$ cat config.mk
export PLATFORM = sky130hd
export DESIGN_NAME = pwm_ppm_decoder_flat
export DESIGN_NICKNAME = d
export VERILOG_FILES = /design/src/hdl/ppd_pkg.sv /design/src/hdl/ppd_if.sv /design/src/hdl/ppd_front.sv /design/src/hdl/ppd_queue.sv /design/src/hdl/ppd_back.sv /design/src/hdl/pwm_ppm_decoder.sv /design/src/flat_wrapper.sv
export SDC_FILE = /design/constraint.sdc
export NUM_CORES = 2
export LEC_CHECK = 0
export BUFFER_PORTS_ARGS = -buffer_cell sky130_fd_sc_hd__buf_2
export CELL_PAD_IN_SITES_DETAIL_PLACEMENT = 0
export CELL_PAD_IN_SITES_GLOBAL_PLACEMENT = 2
export CORE_MARGIN = 2
export CORE_UTILIZATION = 30
export CTS_BUF_LIST = sky130_fd_sc_hd__clkbuf_8
export CTS_CLUSTER_DIAMETER = 30
export DETAILED_ROUTE_END_ITERATION = 8
export PLACE_DENSITY = 0.65
export SETUP_SLACK_MARGIN = 0.02
export SLEW_MARGIN = 40
export SYNTH_ARGS = -nofsm -noshare
export SYNTH_HDL_FRONTEND = slang
export SYNTH_HIERARCHICAL = 1
export SYNTH_SLANG_ARGS = --single-unit
$ cat constraint.sdc
create_clock -name clk -period 12.9 [get_ports clk]
set_clock_uncertainty 0.15 [all_clocks]
set_input_delay 1.29 -clock clk [delete_from_list [all_inputs] [get_ports clk]]
set_output_delay 1.29 -clock clk [all_outputs]
set_load 0.005 [all_outputs]
$ cat src/hdl/ppd_pkg.sv
`timescale 1ns / 1ps
// ----------------------------------------------------------------------------
// ppd_pkg: shared types and constants of the PWM ppm decoder
// Register map, reset values, status codes and the queue entry format.
// ----------------------------------------------------------------------------
package ppd_pkg;

	localparam int TIME_W    = 32;
	localparam int MARK_W    = 24;
	localparam int SMALL_W   = 16;
	localparam int CFG_IDX_W = 3;
	localparam int DATA10_W  = 29;  // 32-bit value divided by ten
	localparam int PROD_W    = DATA10_W + SMALL_W;
	localparam int DIV_W     = 21;  // 24-bit span divided by ten
	localparam int PPM_W     = 16;
	localparam int QUEUE_DEPTH = 2;

	localparam logic [CFG_IDX_W-1:0] CFG_HIGH_MARK = 3'd0;
	localparam logic [CFG_IDX_W-1:0] CFG_LOW_MARK  = 3'd1;
	localparam logic [CFG_IDX_W-1:0] CFG_DATA_SPAN = 3'd2;
	localparam logic [CFG_IDX_W-1:0] CFG_CYCLE     = 3'd3;
	localparam logic [CFG_IDX_W-1:0] CFG_TOLERANCE = 3'd4;
	localparam logic [CFG_IDX_W-1:0] CFG_MAX_PPM   = 3'd5;

	localparam logic [MARK_W-1:0]  RST_HIGH_MARK = 24'd2000;
	localparam logic [MARK_W-1:0]  RST_LOW_MARK  = 24'd2000;
	localparam logic [MARK_W-1:0]  RST_DATA_SPAN = 24'd1000000;
	localparam logic [MARK_W-1:0]  RST_CYCLE     = 24'd1004000;
	localparam logic [SMALL_W-1:0] RST_TOLERANCE = 16'd100;
	localparam logic [SMALL_W-1:0] RST_MAX_PPM   = 16'd5000;

	typedef enum logic [1:0] {
		STATUS_OK     = 2'd0,
		STATUS_BOUNCE = 2'd1,
		STATUS_TIMING = 2'd2
	} status_t;

	typedef struct packed {
		logic [MARK_W-1:0]  high_mark_us;
		logic [MARK_W-1:0]  low_mark_us;
		logic [MARK_W-1:0]  data_span_us;
		logic [MARK_W-1:0]  cycle_us;
		logic [SMALL_W-1:0] tolerance_us;
		logic [SMALL_W-1:0] max_ppm;
	} cfg_t;

	typedef struct packed {
		status_t             status;
		logic [DATA10_W-1:0] data10;
	} job_t;

	typedef struct packed {
		logic full;
		logic empty;
	} q_flags_t;

	// floor(x / 10) by reciprocal: exact over the whole 32-bit range
	function automatic logic [DATA10_W-1:0] div10(input logic [TIME_W-1:0] x);
		logic [2*TIME_W-1:0] p;
		p = {32'd0, x} * 64'h00000000CCCCCCCD;
		return p[2*TIME_W-1:35];
	endfunction

endpackage

$ cat src/hdl/ppd_if.sv
`timescale 1ns / 1ps
// ----------------------------------------------------------------------------
// ppd_if: channel interfaces of the PWM ppm decoder
// Pin edge request channel and result channel, valid/ready handshake.
// ----------------------------------------------------------------------------
interface ppd_edge_if;
	logic                        valid;
	logic                        ready;
	logic                        level;
	logic [ppd_pkg::TIME_W-1:0]  time_us;

	modport source (output valid, output level, output time_us, input ready);
	modport sink   (input valid, input level, input time_us, output ready);
endinterface

interface ppd_result_if;
	logic                        valid;
	logic                        ready;
	logic [1:0]                  status;
	logic [ppd_pkg::PPM_W-1:0]   ppm;

	modport source (output valid, output status, output ppm, input ready);
	modport sink   (input valid, input status, input ppm, output ready);
endinterface

$ cat src/hdl/ppd_front.sv
`timescale 1ns / 1ps
// ----------------------------------------------------------------------------
// ppd_front: edge classifier
// Tracks the wait/high/low phase, checks timing on a closing rising edge and
// queues a job for every edge that gives a result.
// ----------------------------------------------------------------------------
module ppd_front (
	input  logic                 clk,
	input  logic                 arst_n,
	input  ppd_pkg::cfg_t        cfg,
	ppd_edge_if.sink             pin_edge,
	input  ppd_pkg::q_flags_t    q_flags,
	output logic                 q_push,
	output ppd_pkg::job_t        q_job
);

	typedef enum logic [1:0] {
		PH_WAIT = 2'd0,
		PH_HIGH = 2'd1,
		PH_LOW  = 2'd2
	} phase_t;

	phase_t                       phase_q;
	logic [ppd_pkg::TIME_W-1:0]   cycle_start_q;
	logic [ppd_pkg::TIME_W-1:0]   low_start_q;

	logic                         accept;
	logic [ppd_pkg::TIME_W-1:0]   cyc, hi, lo, data;
	logic                         timing_bad;

	assign pin_edge.ready = !q_flags.full;
	assign accept         = pin_edge.valid && pin_edge.ready;

	always_comb begin
		cyc = pin_edge.time_us - cycle_start_q;
		hi  = low_start_q - cycle_start_q;
		lo  = pin_edge.time_us - low_start_q;
		// bounds without wrap: a mark below the tolerance leaves no lower bound
		timing_bad = (({1'b0, cyc} + 33'(cfg.tolerance_us)) < 33'(cfg.cycle_us))
			|| ({1'b0, cyc} > (33'(cfg.cycle_us) + 33'(cfg.tolerance_us)))
			|| (({1'b0, hi} + 33'(cfg.tolerance_us)) < 33'(cfg.high_mark_us))
			|| (({1'b0, lo} + 33'(cfg.tolerance_us)) < 33'(cfg.low_mark_us));
		data = (hi > 32'(cfg.high_mark_us)) ? hi - 32'(cfg.high_mark_us) : '0;
	end

	always_comb begin
		q_push       = 1'b0;
		q_job.status = ppd_pkg::STATUS_OK;
		q_job.data10 = ppd_pkg::div10(data);
		case (phase_q)
			PH_HIGH: begin
				if (pin_edge.level) begin
					q_push       = accept;
					q_job.status = ppd_pkg::STATUS_BOUNCE;
				end
			end
			PH_LOW: begin
				q_push = accept;
				if (!pin_edge.level) begin
					q_job.status = ppd_pkg::STATUS_BOUNCE;
				end else if (timing_bad) begin
					q_job.status = ppd_pkg::STATUS_TIMING;
				end
			end
			default: begin
				q_push = 1'b0;
			end
		endcase
	end

	always_ff @(posedge clk or negedge arst_n) begin
		if (!arst_n) begin
			phase_q       <= PH_WAIT;
			cycle_start_q <= '0;
			low_start_q   <= '0;
		end else if (accept) begin
			case (phase_q)
				PH_HIGH: begin
					if (pin_edge.level) begin
						phase_q <= PH_WAIT;
					end else begin
						low_start_q <= pin_edge.time_us;
						phase_q     <= PH_LOW;
					end
				end
				PH_LOW: begin
					if (!pin_edge.level || timing_bad) begin
						phase_q <= PH_WAIT;
					end else begin
						cycle_start_q <= pin_edge.time_us;
						phase_q       <= PH_HIGH;
					end
				end
				default: begin
					if (pin_edge.level) begin
						cycle_start_q <= pin_edge.time_us;
						phase_q       <= PH_HIGH;
					end else begin
						phase_q <= PH_WAIT;
					end
				end
			endcase
		end
	end

endmodule

$ cat src/hdl/ppd_queue.sv
`timescale 1ns / 1ps
// ----------------------------------------------------------------------------
// ppd_queue: job queue between classifier and ppm unit
// Small circular buffer of jobs; DEPTH of two or more.
// ----------------------------------------------------------------------------
module ppd_queue #(
	parameter int DEPTH = ppd_pkg::QUEUE_DEPTH
) (
	input  logic                 clk,
	input  logic                 arst_n,
	input  logic                 push,
	input  ppd_pkg::job_t        push_job,
	input  logic                 pop,
	output ppd_pkg::job_t        head_job,
	output ppd_pkg::q_flags_t    flags
);

	localparam int AW = (DEPTH > 1) ? $clog2(DEPTH) : 1;
	localparam int CW = $clog2(DEPTH + 1);
	localparam logic [AW-1:0] LAST = AW'(DEPTH - 1);

	ppd_pkg::job_t   mem_q [DEPTH];
	logic [AW-1:0]   wr_ptr_q, rd_ptr_q;
	logic [CW-1:0]   count_q;

	assign head_job    = mem_q[rd_ptr_q];
	assign flags.full  = (count_q == CW'(DEPTH));
	assign flags.empty = (count_q == '0);

	always_ff @(posedge clk) begin
		if (push) begin
			mem_q[wr_ptr_q] <= push_job;
		end
	end

	always_ff @(posedge clk or negedge arst_n) begin
		if (!arst_n) begin
			wr_ptr_q <= '0;
			rd_ptr_q <= '0;
			count_q  <= '0;
		end else begin
			if (push) begin
				wr_ptr_q <= (wr_ptr_q == LAST) ? '0 : wr_ptr_q + 1'b1;
			end
			if (pop) begin
				rd_ptr_q <= (rd_ptr_q == LAST) ? '0 : rd_ptr_q + 1'b1;
			end
			if (push && !pop) begin
				count_q <= count_q + 1'b1;
			end else if (pop && !push) begin
				count_q <= count_q - 1'b1;
			end
		end
	end

endmodule

$ cat src/hdl/ppd_back.sv
`timescale 1ns / 1ps
// ----------------------------------------------------------------------------
// ppd_back: ppm unit and result register
// Scales the data time by max_ppm, divides by span/10 one bit a cycle with a
// saturation check up front, and holds the result until taken.
// ----------------------------------------------------------------------------
module ppd_back (
	input  logic                 clk,
	input  logic                 arst_n,
	input  ppd_pkg::cfg_t        cfg,
	input  ppd_pkg::job_t        head_job,
	input  ppd_pkg::q_flags_t    q_flags,
	output logic                 q_pop,
	ppd_result_if.source         result
);

	typedef enum logic [1:0] {
		BK_IDLE = 2'd0,
		BK_MUL  = 2'd1,
		BK_SAT  = 2'd2,
		BK_DIV  = 2'd3
	} bk_state_t;

	localparam int STEP_W = $clog2(ppd_pkg::PPM_W);

	bk_state_t                      state_q;
	logic [ppd_pkg::DATA10_W-1:0]   data10_q;
	logic [ppd_pkg::PROD_W-1:0]     prod_q;
	logic [ppd_pkg::DIV_W-1:0]      div_q;
	logic [ppd_pkg::DIV_W-1:0]      rem_q;
	logic [ppd_pkg::PPM_W-1:0]      quo_q;
	logic [STEP_W-1:0]              step_q;
	logic                           out_valid_q;
	logic [1:0]                     out_status_q;
	logic [ppd_pkg::PPM_W-1:0]      out_ppm_q;

	logic                           out_free;
	logic [ppd_pkg::DIV_W-1:0]      span10;
	logic [ppd_pkg::DIV_W:0]        trial;
	logic                           fits;
	logic [ppd_pkg::PPM_W-1:0]      quo_next;
	logic [ppd_pkg::DIV_W-1:0]      rem_next;
	logic [ppd_pkg::DATA10_W-1:0]   span_div;

	assign result.valid  = out_valid_q;
	assign result.status = out_status_q;
	assign result.ppm    = out_ppm_q;

	assign out_free = !out_valid_q || result.ready;
	assign q_pop    = (state_q == BK_IDLE) && !q_flags.empty && out_free;

	always_comb begin
		span_div = ppd_pkg::div10({8'd0, cfg.data_span_us});
		span10   = span_div[ppd_pkg::DIV_W-1:0];
		// restoring step: shift in the next dividend bit
		trial    = {rem_q, quo_q[ppd_pkg::PPM_W-1]};
		fits     = (trial >= {1'b0, div_q});
		rem_next = fits ? ppd_pkg::DIV_W'(trial - {1'b0, div_q})
		                : trial[ppd_pkg::DIV_W-1:0];
		quo_next = {quo_q[ppd_pkg::PPM_W-2:0], fits};
	end

	always_ff @(posedge clk) begin
		case (state_q)
			BK_IDLE: begin
				data10_q <= head_job.data10;
			end
			BK_MUL: begin
				prod_q <= ppd_pkg::PROD_W'(data10_q) * ppd_pkg::PROD_W'(cfg.max_ppm);
				div_q  <= (span10 == '0) ? ppd_pkg::DIV_W'(1) : span10;
			end
			BK_SAT: begin
				rem_q <= prod_q[ppd_pkg::PPM_W +: ppd_pkg::DIV_W];
				quo_q <= prod_q[ppd_pkg::PPM_W-1:0];
			end
			BK_DIV: begin
				rem_q <= rem_next;
				quo_q <= quo_next;
			end
			default: begin
				rem_q <= rem_q;
			end
		endcase
	end

	always_ff @(posedge clk or negedge arst_n) begin
		if (!arst_n) begin
			state_q      <= BK_IDLE;
			step_q       <= '0;
			out_valid_q  <= 1'b0;
			out_status_q <= ppd_pkg::STATUS_OK;
			out_ppm_q    <= '0;
		end else begin
			if (result.valid && result.ready) begin
				out_valid_q <= 1'b0;
			end
			case (state_q)
				BK_IDLE: begin
					if (q_pop) begin
						if (head_job.status == ppd_pkg::STATUS_OK) begin
							state_q <= BK_MUL;
						end else begin
							out_valid_q  <= 1'b1;
							out_status_q <= head_job.status;
							out_ppm_q    <= '0;
						end
					end
				end
				BK_MUL: begin
					state_q <= BK_SAT;
				end
				BK_SAT: begin
					// quotient above 16 bits iff prod / 2^16 reaches the divisor
					if (prod_q[ppd_pkg::PROD_W-1:ppd_pkg::PPM_W] >=
					    (ppd_pkg::PROD_W - ppd_pkg::PPM_W)'(div_q)) begin
						out_valid_q  <= 1'b1;
						out_status_q <= ppd_pkg::STATUS_OK;
						out_ppm_q    <= '1;
						state_q      <= BK_IDLE;
					end else begin
						step_q  <= '0;
						state_q <= BK_DIV;
					end
				end
				BK_DIV: begin
					step_q <= step_q + 1'b1;
					if (step_q == STEP_W'(ppd_pkg::PPM_W - 1)) begin
						out_valid_q  <= 1'b1;
						out_status_q <= ppd_pkg::STATUS_OK;
						out_ppm_q    <= quo_next;
						state_q      <= BK_IDLE;
					end
				end
				default: begin
					state_q <= BK_IDLE;
				end
			endcase
		end
	end

endmodule

$ cat src/hdl/pwm_ppm_decoder.sv
`timescale 1ns / 1ps
// ----------------------------------------------------------------------------
// pwm_ppm_decoder: PWM output decoder for a CO2 sensor
// Usage:
//   pin_edge carries one request per pin edge: the new level and a 32-bit
//   microsecond timestamp. result carries status (ok, bounce, timing) and
//   ppm. Edges that only open a cycle or mark the falling edge give no result.
//   Registers are written through cfg_we/cfg_index/cfg_wdata; writing them
//   only while idle is up to the user, as the block does not enforce it.
//   The classifier takes an edge whenever the two-entry job queue has room,
//   so pin_edge.ready only drops with the queue full.
//   The ppm unit takes one job at a time and takes no new job until it is
//   back in idle: an error result reaches the output register in the cycle
//   after acceptance; an ok result passes the multiply, the saturation check
//   and the bit-serial divider, and a saturated one stops after the check.
//   A result stays in the output register while result.ready is low; the
//   queue keeps taking edges until full.
//   Reset clears the phase to waiting, empties the queue and restores the
//   register defaults; no clearing pass is needed.
// ----------------------------------------------------------------------------
module pwm_ppm_decoder #(
	parameter int QUEUE_DEPTH = ppd_pkg::QUEUE_DEPTH
) (
	input  logic                            clk,
	input  logic                            arst_n,
	input  logic                            cfg_we,
	input  logic [ppd_pkg::CFG_IDX_W-1:0]   cfg_index,
	input  logic [ppd_pkg::MARK_W-1:0]      cfg_wdata,
	ppd_edge_if.sink                        pin_edge,
	ppd_result_if.source                    result
);

	ppd_pkg::cfg_t      cfg_q;
	ppd_pkg::q_flags_t  q_flags;
	ppd_pkg::job_t      push_job, head_job;
	logic               q_push, q_pop;

	always_ff @(posedge clk or negedge arst_n) begin
		if (!arst_n) begin
			cfg_q.high_mark_us <= ppd_pkg::RST_HIGH_MARK;
			cfg_q.low_mark_us  <= ppd_pkg::RST_LOW_MARK;
			cfg_q.data_span_us <= ppd_pkg::RST_DATA_SPAN;
			cfg_q.cycle_us     <= ppd_pkg::RST_CYCLE;
			cfg_q.tolerance_us <= ppd_pkg::RST_TOLERANCE;
			cfg_q.max_ppm      <= ppd_pkg::RST_MAX_PPM;
		end else if (cfg_we) begin
			case (cfg_index)
				ppd_pkg::CFG_HIGH_MARK: cfg_q.high_mark_us <= cfg_wdata;
				ppd_pkg::CFG_LOW_MARK:  cfg_q.low_mark_us  <= cfg_wdata;
				ppd_pkg::CFG_DATA_SPAN: cfg_q.data_span_us <= cfg_wdata;
				ppd_pkg::CFG_CYCLE:     cfg_q.cycle_us     <= cfg_wdata;
				ppd_pkg::CFG_TOLERANCE: begin
					cfg_q.tolerance_us <= cfg_wdata[ppd_pkg::SMALL_W-1:0];
				end
				ppd_pkg::CFG_MAX_PPM: begin
					cfg_q.max_ppm <= cfg_wdata[ppd_pkg::SMALL_W-1:0];
				end
				default: begin
					cfg_q <= cfg_q;
				end
			endcase
		end
	end

	ppd_front u_front (
		.clk      (clk),
		.arst_n   (arst_n),
		.cfg      (cfg_q),
		.pin_edge (pin_edge),
		.q_flags  (q_flags),
		.q_push   (q_push),
		.q_job    (push_job)
	);

	ppd_queue #(
		.DEPTH (QUEUE_DEPTH)
	) u_queue (
		.clk      (clk),
		.arst_n   (arst_n),
		.push     (q_push),
		.push_job (push_job),
		.pop      (q_pop),
		.head_job (head_job),
		.flags    (q_flags)
	);

	ppd_back u_back (
		.clk      (clk),
		.arst_n   (arst_n),
		.cfg      (cfg_q),
		.head_job (head_job),
		.q_flags  (q_flags),
		.q_pop    (q_pop),
		.result   (result)
	);

`ifndef SYNTHESIS
	a_no_overflow: assert property (@(posedge clk) disable iff (!arst_n)
		q_push |-> !q_flags.full)
		else $error("job pushed into a full queue");

	a_no_underflow: assert property (@(posedge clk) disable iff (!arst_n)
		q_pop |-> !q_flags.empty)
		else $error("job popped from an empty queue");

	a_err_ppm_zero: assert property (@(posedge clk) disable iff (!arst_n)
		(result.valid && (result.status != ppd_pkg::STATUS_OK)) |-> (result.ppm == '0))
		else $error("error result carries a nonzero ppm");

	a_pop_needs_room: assert property (@(posedge clk) disable iff (!arst_n)
		q_pop |-> (!result.valid || result.ready))
		else $error("job taken while a result is still held");
`endif

endmodule
$ cat src/flat_wrapper.sv
// flat-port wrapper written by rule: the top's interface ports become plain ports
module pwm_ppm_decoder_flat 
#(
	parameter int QUEUE_DEPTH = ppd_pkg::QUEUE_DEPTH
)
  (clk, arst_n, cfg_we, cfg_index, cfg_wdata, pin_edge_valid, pin_edge_level, pin_edge_time_us, pin_edge_ready, result_valid, result_status, result_ppm, result_ready);
  ppd_edge_if pin_edge_i ();
  ppd_result_if result_i ();
  input  logic clk;
  input  logic arst_n;
  input  logic cfg_we;
  input  logic [ppd_pkg::CFG_IDX_W-1:0] cfg_index;
  input  logic [ppd_pkg::MARK_W-1:0] cfg_wdata;
  input wire logic [$bits(pin_edge_i.valid)-1:0] pin_edge_valid;
  input wire logic [$bits(pin_edge_i.level)-1:0] pin_edge_level;
  input wire logic [$bits(pin_edge_i.time_us)-1:0] pin_edge_time_us;
  output wire logic [$bits(pin_edge_i.ready)-1:0] pin_edge_ready;
  output wire logic [$bits(result_i.valid)-1:0] result_valid;
  output wire logic [$bits(result_i.status)-1:0] result_status;
  output wire logic [$bits(result_i.ppm)-1:0] result_ppm;
  input wire logic [$bits(result_i.ready)-1:0] result_ready;
  assign pin_edge_i.valid = pin_edge_valid;
  assign pin_edge_i.level = pin_edge_level;
  assign pin_edge_i.time_us = pin_edge_time_us;
  assign pin_edge_ready = pin_edge_i.ready;
  assign result_valid = result_i.valid;
  assign result_status = result_i.status;
  assign result_ppm = result_i.ppm;
  assign result_i.ready = result_ready;
  pwm_ppm_decoder #(.QUEUE_DEPTH(QUEUE_DEPTH)) u_core (.clk(clk), .arst_n(arst_n), .cfg_we(cfg_we), .cfg_index(cfg_index), .cfg_wdata(cfg_wdata), .pin_edge(pin_edge_i), .result(result_i));
endmodule
==> results.py <==
metrics = {
    "floorplan": {
        "initial_core_util_pct": 30.24,
        "die_w_um": 488.8,
        "core_um2": 233200,
        "rows": 177,
        "die_h_um": 488.8,
        "die-area_um2": 239000,
        "ioPinCount": 85,
    },
    "detailed_routing": {
        "num_vias": 52370,
        "wire_per_inst_um": 21.13,
        "vias_per_cell": 4.775,
        "drt_iter0_markers": 2756,
        "ant_nets": 0,
        "wl_mm": 231.7,
        "dr.pass1.iters": 6,
        "drc": 0,
    },
    "yosys": {
        "synth_top_area_share_pct": 26.88,
        "synthTopCellsByCount": "inv_1, ha_1, fa_1",
        "synth_area_per_cell_um2": 9.517,
        "yosys_warnings": 6,
        "synth_flop_cell": "edfxtp_1",
        "synth-edff-count": 194,
        "async_reset_ff_share_pct": 53.48,
        "synthTopCellsByArea": "fa_1, ha_1, inv_1",
        "syn-instance-count": 7410,
        "synth_area_leader_cell": "fa_1",
        "yosys_register_bits": 417,
        "synth_seq_area_share_pct": 16.24,
        "yosysUniqueCellTypes": 118,
        "syn_area_um2": 70520,
        "synth_fp_nets": 9411,
        "synth.most_common_cell": "inv_1",
    },
    "place": {
        "hpwlAfterDp_mm": 197.3,
        "io_buffers": 84,
        "routabilityCongestion": 0.9802,
        "post-place-ws_ns": -0.07010,
    },
    "timing": {
        "worst_slew_pin_slew_ns": 0.9028,
        "report.final.slew_viol_count": 0,
        "rsz0062_at_grt": "false",
        "fin_setup_tns_ns": 0,
        "maxSlewHeadroom_pct": 39.45,
        "fmax_ghz": 0.08148,
        "period_share_pct": 95.14,
        "postLayoutSetupSlackWorst_ns": 0.6264,
        "hold_viol": 0,
        "finalSetupViolCount": 0,
        "period_minus_slack_ns": 12.27,
    },
    "global_routing": {
        "antenna_found_initial": 14,
        "grt_overflow": 0,
        "first_global_vias": 56160,
        "grt_max_degree": 65,
        "grt_pass1_wl_mm": 354.9,
        "grtUsageTotal_pct": 19.62,
    },
    "worst_setup_path": {
        "crit_required_ns": 13.24,
        "critPathMaxFanout": 19,
        "start_kind": "flop",
        "worst-r2r-setup-slack_ns": 0.63,
        "cp.arrival_ns": 12.62,
        "cp_common_cell": "buf_4",
        "worstSetupEndpointType": "flop",
        "path_buf_inv": 13,
        "critPathMaxStageDelay_ns": 0.61,
        "crit_family": "adder cells",
        "crit_slowest_cell": "fa_1",
        "crit_type": "reg -> reg",
    },
    "cells_and_area": {
        "finalCoreUtilization_pct": 34.05,
        "fillers": 24010,
        "area_growth_pct": 12.59,
        "nets": 9726,
        "drive_gt1_share_pct": 11.78,
    },
    "clock_tree": {
        "tritoncts": "done",
        "clk_pin_slew_ns": 0.05,
        "cts_buffers": 130,
        "cts_root_buf": "clkbuf_8",
        "h-tree-depth": 4,
        "cts_buffer_depth": 3,
        "cts_sinks": 417,
        "insertion_delay_ns": 0.85,
    },
    "worst_hold_path": {
        "hold_path_class": "in -> async",
    },
    "status": {
        "status": "completed",
    },
    "job": {
        "max_cap_viol_count": 0,
    },
}
==> logic make-up after synthesis <==
group,count (synthesis),share of synthesized area [%]
adders and majority gates,1939,44.47
and+or+nand+nor,1512,10.26
AOI/OAI and AO/OA,1199,11.03
buffers and inverters,1768,9.716
muxes,221,3.854
DFF,417,16.24
xor gates and xnor gates,354,4.429
==> metrics by stage <==
stage | hold slack, ns | cell area (µm²) | instances
global placement | 0.3165 | 75980 | 10710
finish | 0.2138 | 79400 | 10970
floorplan | 0.3031 | 70520 | 7410
detailed placement | 0.3196 | 76140 | 10720
CTS | 0.1520 | 79130 | 10950
global route | 0.1809 | 79400 | 10970
==> path summary, 6_finish.rpt <==
kind,start,to,cells past startpoint
setup reg to reg,u_core/u_front/cycle_start_q[6]$_DFFE_PN0P_,u_core/u_queue/mem_q[1][28]$_DFFE_PP_,50
hold / removal,arst_n,u_core/u_back/result.ppm[4]$_DFFE_PN0P_,1
max in group asynchronous,arst_n,u_core/u_front/low_start_q[19]$_DFFE_PN0P_,3
setup / recovery,u_core/u_front/cycle_start_q[6]$_DFFE_PN0P_,u_core/u_queue/mem_q[1][28]$_DFFE_PP_,50
hold reg to reg,u_core/u_back/result.ppm[14]$_DFFE_PN0P_,u_core/u_back/result.ppm[14]$_DFFE_PN0P_,1
min in group clk,u_core/u_back/result.ppm[14]$_DFFE_PN0P_,u_core/u_back/result.ppm[14]$_DFFE_PN0P_,1
==> cells in the final DEF (no fill, tap or decap), types with 84 or more instances in the layout <==
master    count
inv_1      1605
a21o_1      188
o21ai_0     232
buf_4       266
ha_1        986
xor2_1      120
and2_1      185
mux2_2      123
clkbuf_8    151
dfrtp_1     184
buf_2        84
edfxtp_1    194
xnor2_1     226
nor2_1      216
nand2_1     680
fa_1        947
a21oi_1     350
==> sequential cells by signal, indices dropped and copies added (netlist names) <==
signal and cells:
u_core/u_front/low_start_q 32, u_core/u_back/prod_q 45, u_core/u_queue/mem_q 62, u_core/u_front/cycle_start_q 32
u_core/u_back/result.valid 1, u_core/u_back/result.ppm 16, u_core/u_back/quo_q 16, u_core/u_back/div_q 21
u_core/u_queue/rd_ptr_q 1, u_core/u_queue/wr_ptr_q 1, u_core/u_back/result.status 2, u_core/u_back/rem_q 21
u_core/u_back/state_q 2, u_core/u_back/data10_q 29, u_core/u_front/phase_q 2, u_core/u_queue/count_q 2
u_core/cfg_q 128, u_core/u_back/step_q 4
==> cell type report <==
| class | count | area [µm²] | area share, % |
|---|---|---|---|
| multi-input combinational | 5225 | 52440 | 66.05 |
| clock inverter | 86 | 907.1 | 1.142 |
| tap | 3132 | 3919 | 4.936 |
| clock buffer | 151 | 2078 | 2.617 |
| sequential | 417 | 11460 | 14.43 |
| inverter | 1588 | 5961 | 7.507 |
| timing repair buffer | 363 | 2625 | 3.306 |
| antenna | 5 | 12.51 | 0.01576 |
==> per-layer routing <==
layer	part of all wire, %	track usage [%]	vias up
li1	-	-	24800
met1	47	27.19	26460
met2	48	33.08	920
met3	3.0	1.648	196
met4	2.1	4.482	0
met5	0	0	-
==> what timing repair did <==
item / in CTS / in global routing
gates cloned: 0 / 0
pin swaps: 0 / 17
gates resized for setup: 2 / 39
buffers inserted: 0 / 8
hold buffers: 0 / 0
setup endpoints to repair: 8 / 52
Power is left out: the tool's default activity adds up to more than one toggle a clock period on the data nets, which glitch-free logic cannot reach.
